### config.mk
export PLATFORM = sky130hd
export DESIGN_NAME = sukt_cell
export DESIGN_NICKNAME = d
export VERILOG_FILES = /design/src/rtl/core/sukt_pkg.sv /design/src/rtl/core/sukt_cell.sv
export SDC_FILE = /design/constraint.sdc
export NUM_CORES = 1
export LEC_CHECK = 0
export ABC_CLOCK_PERIOD_IN_PS = 3600
export BUFFER_PORTS_ARGS = -buffer_cell sky130_fd_sc_hd__clkbuf_2
export CAP_MARGIN = 20
export CORE_ASPECT_RATIO = 1.1
export CORE_MARGIN = 2
export CORE_UTILIZATION = 48
export CTS_BUF_LIST = sky130_fd_sc_hd__clkbuf_16
export CTS_CLUSTER_DIAMETER = 30
export DETAILED_ROUTE_END_ITERATION = 16
export PLACE_DENSITY = 0.85
export SYNTH_ARGS = -nofsm -noshare
export SYNTH_HDL_FRONTEND = slang
export SYNTH_SLANG_ARGS = --single-unit
export TNS_END_PERCENT = 1
### constraint.sdc
create_clock -name clk -period 3.6 [get_ports clk]
set_input_delay 0.18 -clock clk [delete_from_list [all_inputs] [get_ports clk]]
set_output_delay 0.18 -clock clk [all_outputs]
set_load 0.02 [all_outputs]
### src/rtl/core/sukt_pkg.sv
// Shared types and constants for the sorted unique key table.
`default_nettype none

package sukt_pkg;

    localparam int DEFAULT_CAPACITY = 64;
    localparam int DEFAULT_KEY_BITS = 32;
    localparam int RANK_BITS        = 6;
    localparam int OPCODE_BITS      = 3;
    localparam int STATUS_BITS      = 3;

    typedef enum logic [OPCODE_BITS-1:0] {
        OP_INSERT = 3'd0,
        OP_DELETE = 3'd1,
        OP_UPDATE = 3'd2,
        OP_FIND   = 3'd3,
        OP_READ   = 3'd4
    } opcode_t;

    typedef enum logic [STATUS_BITS-1:0] {
        ST_OK        = 3'd0,
        ST_DUPLICATE = 3'd1,
        ST_NOT_FOUND = 3'd2,
        ST_EMPTY     = 3'd3,
        ST_FULL      = 3'd4
    } status_t;

    typedef enum logic [2:0] {
        S_IDLE,
        S_CMP,
        S_EXEC,
        S_CMP2,
        S_EXEC2
    } state_t;

    // Command broadcast to every cell
    typedef enum logic [1:0] {
        CC_HOLD,
        CC_CMP,
        CC_INS,
        CC_DEL
    } cell_cmd_t;

    typedef struct packed {
        cell_cmd_t            cmd;
        logic [RANK_BITS-1:0] rank;
    } cell_ctrl_t;

    // Registered compare results of one cell
    typedef struct packed {
        logic eq;   // valid entry equal to the key
        logic lt;   // key below entry, or entry empty
        logic ge;   // valid entry at or above the key
        logic hit;  // cell index equals requested rank
    } cell_flag_t;

endpackage

`default_nettype wire

### src/rtl/core/sukt_cell.sv
// One slot of the sorted table: holds a key, compares, shifts with its neighbors.
`default_nettype none

module sukt_cell
    import sukt_pkg::*;
#(
    parameter int IDX      = 0,
    parameter int KEY_BITS = DEFAULT_KEY_BITS,
    parameter int COUNT_W  = 7
)
(
    input  wire logic                clk,
    input  wire cell_ctrl_t          ctrl,
    input  wire logic [KEY_BITS-1:0] bcast_key,
    input  wire logic [COUNT_W-1:0]  count,
    input  wire logic [KEY_BITS-1:0] left_key,
    input  wire logic                left_lt,
    input  wire logic [KEY_BITS-1:0] right_key,
    output logic      [KEY_BITS-1:0] key_q,
    output cell_flag_t               flag_q
);

    localparam int CMPW = (COUNT_W > RANK_BITS) ? COUNT_W : RANK_BITS;

    logic [KEY_BITS-1:0] key_reg;
    logic [KEY_BITS-1:0] key_next;
    cell_flag_t          flag_reg;
    cell_flag_t          flag_next;
    logic                valid;
    logic [CMPW-1:0]     rank_ext;

    assign valid    = COUNT_W'(IDX) < count;
    assign rank_ext = CMPW'(ctrl.rank);

    // compare and shift
    always_comb
    begin
        key_next  = key_reg;
        flag_next = flag_reg;
        case (ctrl.cmd)
            CC_CMP:
            begin
                flag_next.eq  = valid && (key_reg == bcast_key);
                flag_next.lt  = !valid || ($signed(bcast_key) < $signed(key_reg));
                flag_next.ge  = valid && !($signed(key_reg) < $signed(bcast_key));
                flag_next.hit = (rank_ext == CMPW'(IDX));
            end
            CC_INS:
            begin
                // entries above the new key move up one slot
                if (flag_reg.lt)
                begin
                    key_next = left_lt ? left_key : bcast_key;
                end
            end
            CC_DEL:
            begin
                // entries at or above the removed key move down one slot
                if (flag_reg.ge)
                begin
                    key_next = right_key;
                end
            end
            default:
            begin
                key_next = key_reg;
            end
        endcase
    end

    always_ff @(posedge clk)
    begin
        key_reg  <= key_next;
        flag_reg <= flag_next;
    end

    assign key_q  = key_reg;
    assign flag_q = flag_reg;

endmodule

`default_nettype wire

Word-level counts from Yosys, hierarchy flattened
Cells that the tools add are included.
Widths: inputs -> output; s select.
{ "word_totals": {"word_cells": 26, "inputBits": 113, "regBits": 36, "out_inout_bits": 36} }
{ "op_classes": {"muxes": 4, "order_cmp": 3, "reduce_logical": 8, "eq_ne": 6} }
{ "op_table": {"columns": ["operator", "n"], "rows": [
  ["$mux 32", 3],
  ["$lt 32x32->1", 2],
  ["$pmux 32 s2", 1],
  ["$eq 32x32->1", 1],
  ["$logic_not 7->1", 1],
  ["$lt 1x7->1 const A", 1],
  ["$eq 2x2->1 const B", 2],
  ["$ne 2x2->1 const B", 2],
  ["$reduce_and 3->1", 1],
  ["$eq 2x1->1 const B", 1],
  ["$logic_and 1x1->1", 2],
  ["$logic_not 1->1", 2],
  ["$reduce_bool 2->1", 1],
  ["$logic_or 1x1->1", 1]
]} }

Logic depth before layout (Yosys ltp)
Gate-level depths: netlist (run 1).
{ "logic_depth": {"word_depth": 3, "ltp_mapped": 8, "depth_no_buf": 8} }

Worst setup path after synthesis (run 1)
No wires, ideal clock.
{ "synth_timing": {"kind": "register to register", "start": "register flag_reg (netlist bit flag_q[1])", "end": "register key_reg[0] (netlist: key_q[0]), enable pin", "slack_ns": 1.164, "period_less_slack_ns": 2.436, "setup_ns": 0.425, "stages_incl_launch_ff": 3, "arrival_ns": 2.011, "path_cell_list": "edfxtp_1 mux2i_1 nor2b_1"} }
{ "synth_between": {"elab_chain_len": 2} }
{ "synth_rtl": {"columns": ["element", "line_no", "source"], "rows": [
  ["start, declared", "sukt_cell.sv:27", "cell_flag_t flag_reg;"],
  ["start signal, assigned", "sukt_cell.sv:74", "flag_reg <= flag_next;"],
  ["$ne 2x2->1 (no line)", null, null],
  ["$reduce_and 3->1 (no line)", null, null],
  ["end signal, assigned", "sukt_cell.sv:73", "key_reg <= key_next;"],
  ["end, declared", "sukt_cell.sv:25", "logic [KEY_BITS-1:0] key_reg;"]
]} }
No other way between the ends.
A chain may end at the register's enable or synchronous reset.

Worst setup path in the final report (run 1)
{ "layout_timing": {"start": "register key_reg[31] (netlist: key_q[31])", "end": "register flag_reg (netlist bit flag_q[2]), data pin"} }
{ "layout_between": {"elab_chain_len": 2} }
{ "layout_rtl": {"columns": ["element", "line_no", "source"], "rows": [
  ["$lt 32x32->1", "sukt_cell.sv:44", "flag_next.lt = !valid || ($signed(bcast_key) < $signed(key_reg));"],
  ["$logic_or 1x1->1", "sukt_cell.sv:44", null]
]} }
No other way between the ends.

==> results of run 1 <==
==> layout by cell type, fill, tap and decap left out, drive strengths merged <==
cell / instances
a211oi: 2
a21o: 2
a21oi: 10
a221o: 1
a221oi: 1
a22oi: 1
a31oi: 1
and2: 2
clkbuf: 153
clkinv: 3
edfxtp: 36
ha: 32
inv: 32
mux2i: 33
nand2: 40
nand2b: 1
nand3: 2
nand4: 6
nor2: 5
nor2b: 3
nor3: 2
nor4: 3
nor4b: 1
o211a: 1
o211ai: 1
o21ai: 37
or2b: 1
or4: 3
==> layer usage <==
layer / part of all wire / vias to the layer above
met5: 0 / -
met4: 0.021 / 0
met3: 0.055 / 10
met2: 0.52 / 93
met1: 0.40 / 1131
li1: - / 1268
==> tightest hold or removal path, stage by stage <==
cell	delay [ps]
clkbuf_2	70
nand2_1	30
o21ai_0	60
==> power by group through the flow <==
stage / clock, mW / sequential [mW] / combinational, mW
after detailed placement: 0 / 0.526 / 0.299
final: 0.406 / 0.518 / 0.298
after CTS: 0.411 / 0.518 / 0.301
after global placement: 0 / 0.524 / 0.289
after global routing: 0.432 / 0.520 / 0.334
after floorplan: 0 / 0.558 / 0.137
==> flip-flops by register name, summed over array words and instances (netlist names) <==
| signal | count |
|---|---|
| flag_q | 4 |
| key_q | 32 |
==> path summary, 6_finish.rpt <==
kind / endpoint / slack [ps] / cells past startpoint
worst max-delay path: flag_q[2] / 1270 / 6
worst min-delay path: key_q[26] / 180 / 3
worst max register to register: flag_q[2] / 1270 / 6
worst min register to register: flag_q[1] / 910 / 3
==> final cells by class <==
type,instances,area (µm²),area share
repair buffers,148,741,0.208
well taps,75,93.8,0.0263
inverters,32,120,0.0337
multi-input cells,191,1390,0.390
clock inverters,3,13.8,0.00386
clock buffers,5,125,0.0351
flip-flops and latches,36,1080,0.303
==> through the flow <==
step | util | setup slack (ps) | cell area [µm²]
after floorplan | - | 1160 | 2630
after global placement | 0.644 | 1360 | 3430
after detailed placement | 0.644 | 1240 | 3430
after CTS | 0.670 | 1240 | 3570
after global routing | 0.670 | 1020 | 3570
final | 0.670 | 1270 | 3570
==> cells by family (layout without fill, tap and decap cells) <==
| kind of cell | after synthesis | in the layout | share of synthesized area |
|---|---|---|---|
| adder cells (fa/ha/maj) | 32 | 32 | 0.152 |
| flip-flops | 36 | 36 | 0.411 |
| AO/OA/AOI/OAI | 57 | 57 | 0.120 |
| multiplexers | 33 | 33 | 0.126 |
| buffers and inverters | 43 | 188 | 0.0628 |
| AND/OR/NAND/NOR | 69 | 69 | 0.128 |
==> flow_summary.ini, run 1 <==
[yosys]
yosysUniqueCellTypes = 30
yosysTopAreaCell = edfxtp_1
synth_common_cells = nand2_1 (40), o21ai_0 (37), edfxtp_1 (36)
synthesis.area_um2 = 2630
syn_avg_cell_area_um2 = 9.74
synth_cells = 270
synthesis.nets = 415
synth_most_common_cell = nand2_1
ys_ff_latch = 36
synth-edff-count = 36
yosys_most_used_dff = edfxtp_1
synth_area_leaders = edfxtp_1 (41%), ha_1 (15%), mux2i_1 (13%)
async_flop_share = 0
ys.warnings.count = 0
synth_seq_area_share = 0.411
netlist.area_leader.share = 0.411

[floorplanning]
rows = 28
start_util = 0.494
dieArea_um2 = 6090
core_area_um2 = 5330
die_w_um = 74.6
io_pins = 149
die_y_um = 81.6

[timing]
timing.hold.ws_ps = 179
layout_worst_path_cycle_share = 0.648
maxSlewViolCount = 0
min_period_ps = 2330
max_freq_mhz = 428
max_slew_margin = 0.271
rsz0062_at_grt = no
worstMarginPinSlew_ps = 1090
finalSetupViolCount = 0
skew_ps = 2.70
hold_violations = 0
fin_tns_setup_ps = 0

[hold_path]
hold_start = right_key[26]
hp-class = in -> reg

[finish]
layout.cells.non_filler = 490
layout-drive-gt1-share = 0.381
diodes = 0
num-nets-final = 559
area.growth.synth_to_final_pct = 35.6
fill_cells = 449

[clocking]
tritoncts = yes
cts.sinks = 36
post_cts_resize_count = 0
cts_hold_buf = 0
root_buffer = clkbuf_16
numCtsBuffers = 5
post-cts-setup-buffers = 0
clk_path_buf_depth = 2
cts_max_level = 2
clock_latency_ps = 270
clk_pin_slew_ps = 50

[critical_path]
path_class = reg -> reg
cp_cell_sequence = ha_1 -> nand4_1 -> nor4_1 -> nand4_1 -> nor4b_1 -> a211oi_1
required_ps = 3610
critPathArrivalTime_ps = 2340
path_delay_family = simple AND/OR/NAND/NOR gates
crit_buf_inv = 0
cp_common_cell = nand4_1
slowest_stage = nor4b_1
worstSetupStartpointType = flop
r2r_start = key_q[31]
startpoint = key_q[31]
cpPeakStageDelay_ps = 460
path_max_fanout = 5
critPathCaptureType = flop

[grt]
grt_pass1_wl_um = 10100
grt_max_degree = 65
met1_usage = 0.242
grt_antenna_before_repair = 0
grt-ovfl-total = 0
top_usage_layer = met2
use_met2 = 0.406
grt.total_usage = 0.215
grtUsageMet3 = 0.0356
grt_pass1_vias = 2359

[power_and_ir_drop]
seq_power_share = 0.424
max-vdd-ir-drop_uv = 316
clkPwrFrac = 0.333
swShare = 0.276
leakagePower_nw = 1.85
intPower_mw = 0.885
total_power_mw = 1.22
power_density_nw_per_um2 = 343
pwr-share-comb = 0.244
power_switching_mw = 0.337

[route]
wl_um = 6640
vias = 2502
ant_nets = 0
drt_pass1_iterations = 6
drc_errors = 0
wire_per_inst_um = 13.6
viasPerCell = 5.11
drt_iter0_markers = 96

[placement]
port_buffers = 148
dp.cells = 482
place_congestion = 0.850
dp_hpwl_um = 5470

[job]
max_cap_violations = 0

[run_status]
status = complete, no violations
Power figures use the tool's default switching activity.
==> run 2, diff against run 1 <==
--- a/config.mk
+++ b/config.mk
@@ -5,16 +5,16 @@
 export SDC_FILE = /design/constraint.sdc
 export NUM_CORES = 1
 export LEC_CHECK = 0
-export ABC_CLOCK_PERIOD_IN_PS = 3600
+export ABC_CLOCK_PERIOD_IN_PS = 2200
 export BUFFER_PORTS_ARGS = -buffer_cell sky130_fd_sc_hd__clkbuf_2
 export CAP_MARGIN = 20
 export CORE_ASPECT_RATIO = 1.1
 export CORE_MARGIN = 2
-export CORE_UTILIZATION = 48
+export CORE_UTILIZATION = 45
 export CTS_BUF_LIST = sky130_fd_sc_hd__clkbuf_16
 export CTS_CLUSTER_DIAMETER = 30
 export DETAILED_ROUTE_END_ITERATION = 16
-export PLACE_DENSITY = 0.85
+export PLACE_DENSITY = 0.8
 export SYNTH_ARGS = -nofsm -noshare
 export SYNTH_HDL_FRONTEND = slang
 export SYNTH_SLANG_ARGS = --single-unit
==> constraint.sdc (replaced) <==
create_clock -name clk -period 2.2 [get_ports clk]
set_input_delay 0.11 -clock clk [delete_from_list [all_inputs] [get_ports clk]]
set_output_delay 0.11 -clock clk [all_outputs]
set_load 0.02 [all_outputs]
==> run 2 against run 1 <==
  * Critical endpoint is now flag_q[1]
  * The flow now finishes with violations (negative setup slack)
  * Combinational power is 81% higher
  * Via count is 3.6% higher
  * Fmax is 5.3% higher
==> flow_summary.ini, run 2 (synthesized netlist as in run 1, its figures left out) <==
[run_status]
status = finished, violations left
violations = negative setup slack

[route]
drc_errors = 0
wire_per_inst_um = 13.8
viasPerCell = 5.15
drt_iter0_markers = 83
drt_pass1_iterations = 4
vias = 2591
wl_um = 6940
ant_nets = 0

[power_and_ir_drop]
pwr-share-comb = 0.265
clkPwrFrac = 0.318
power_density_nw_per_um2 = 542
seq_power_share = 0.417
swShare = 0.275
leakagePower_nw = 1.93
total_power_mw = 2.03
power_switching_mw = 0.559
max-vdd-ir-drop_uv = 402
intPower_mw = 1.47

[timing]
maxSlewViolCount = 0
max_slew_margin = 0.370
skew_ps = 1.46
layout_worst_path_cycle_share = 1.01
finalSetupViolCount = 1
min_period_ps = 2220
max_freq_mhz = 451
rsz0062_at_grt = yes
hold_violations = 0
timing.final.ws_setup_ps = -15.7
worstMarginPinSlew_ps = 945

[floorplanning]
die_w_um = 76.9
core_area_um2 = 5700
start_util = 0.461
io_pins = 149
die_y_um = 84.2
dieArea_um2 = 6470
rows = 29

[grt]
grt_antenna_before_repair = 0
grt-ovfl-total = 0
grt.total_usage = 0.214
grt_pass1_vias = 2580
grt_pass1_wl_um = 11300
grt_max_degree = 64

[critical_path]
rr_endpoint = flag_q[1]
critPathArrivalTime_ps = 2240
path_class = reg -> reg
critPathCaptureType = flop
path_max_fanout = 3
r2r_start = key_q[30]
worstSetupStartpointType = flop
rrSetupSlack_ps = -20
reg2reg_depth = 7
required_ps = 2220

[placement]
pre_cts_ws_ps = -33.6
port_buffers = 148
dp_hpwl_um = 5460
place_congestion = 0.837

[finish]
diodes = 0
area.growth.synth_to_final_pct = 42.6
mostFrequentLayoutCell = clkbuf_2
layout-drive-gt1-share = 0.413
final_core_util = 0.658
num-nets-final = 570
final_cell_mix = clkbuf_2 (148), nand2_1 (40), o21ai_0 (36), edfxtp_1 (36), inv_1 (34)
largest_reg_flops = 32

[hold_path]
hold_start = right_key[10]
min_to = key_q[10]
hp-class = in -> reg
min_path_cells = 3

[clocking]
cts.sinks = 36
cts_hold_buf = 0
clock_latency_ps = 270
clk_path_buf_depth = 2
numCtsBuffers = 5
cts_max_level = 2
tritoncts = yes
clk_pin_slew_ps = 50
root_buffer = clkbuf_16

[job]
max_cap_violations = 0
==> run 2: cell types whose count changed in the layout (fill, tap and decap cells not counted), sizes merged <==
cell and delta:
buf +11, clkinv -2, inv +2
==> run 2: final cells by class <==
| class | count | area (µm²) |
|---|---|---|
| inverters | 32 | 120 |
| well taps | 77 | 96.3 |
| clock inverters | 3 | 11.3 |
| repair buffers | 159 | 848 |
| multi-input cells | 191 | 1470 |
| fillers | 467 | 1950 |
| flip-flops and latches | 36 | 1080 |
| clock buffers | 5 | 125 |
==> run 2: worst max path at each step <==
stage,startpoint,endpoint,slack (ps),cells after the start
after detailed placement,key_q[31],flag_q[2],-30,6
after global placement,key_q[31],flag_q[2],80,6
final,key_q[30],flag_q[1],-20,7
after CTS,key_q[17],flag_q[1],10,7
after floorplan,key_q[17],flag_q[1],-0.9,7
after global routing,key_q[19],flag_q[1],-140,7
==> run 2: worst max-delay path, cell delays in order (launching register included) <==
cell,delay [ps]
edfxtp_1,420
ha_4,300
nand4_1,220
nor4_4,330
nand4_1,200
a31oi_2,270
or4_1,150
o21ai_1,60
==> run 2: through the flow <==
step | hold WS [ps] | instance area, µm² | TNS [ps] | instances
after CTS | 112 | 3640 | 0 | 495
after global placement | 386 | 3480 | 0 | 487
after floorplan | 297 | 2630 | -0.906 | 270
after global routing | 122 | 3750 | -247 | 503
final | 114 | 3750 | -15.7 | 503
after detailed placement | 391 | 3480 | -48.9 | 487
==> run 2: repair_timing <==
| item | 4_1_cts | 5_1_grt |
|---|---|---|
| setup endpoints to repair | 2 | 3 |
| pin swaps | 1 | 10 |
| resized for setup | 4 | 7 |
| setup buffers | 0 | 8 |
==> run 2: metal layers <==
metal	vias up	GRT usage	share of wire
li1	1281	-	-
met1	1193	0.249	0.39
met2	101	0.392	0.52
met3	16	0.0430	0.060
met4	0	0.0760	0.029
met5	-	0	0
==> run 2: power groups by stage <==
stage	combinational [mW]	clock, mW	sequential, mW
after floorplan	0.225	0	0.912
after global placement	0.488	0	0.856
after detailed placement	0.499	0	0.860
after CTS	0.508	0.656	0.846
after global routing	0.601	0.695	0.853
final	0.539	0.646	0.848
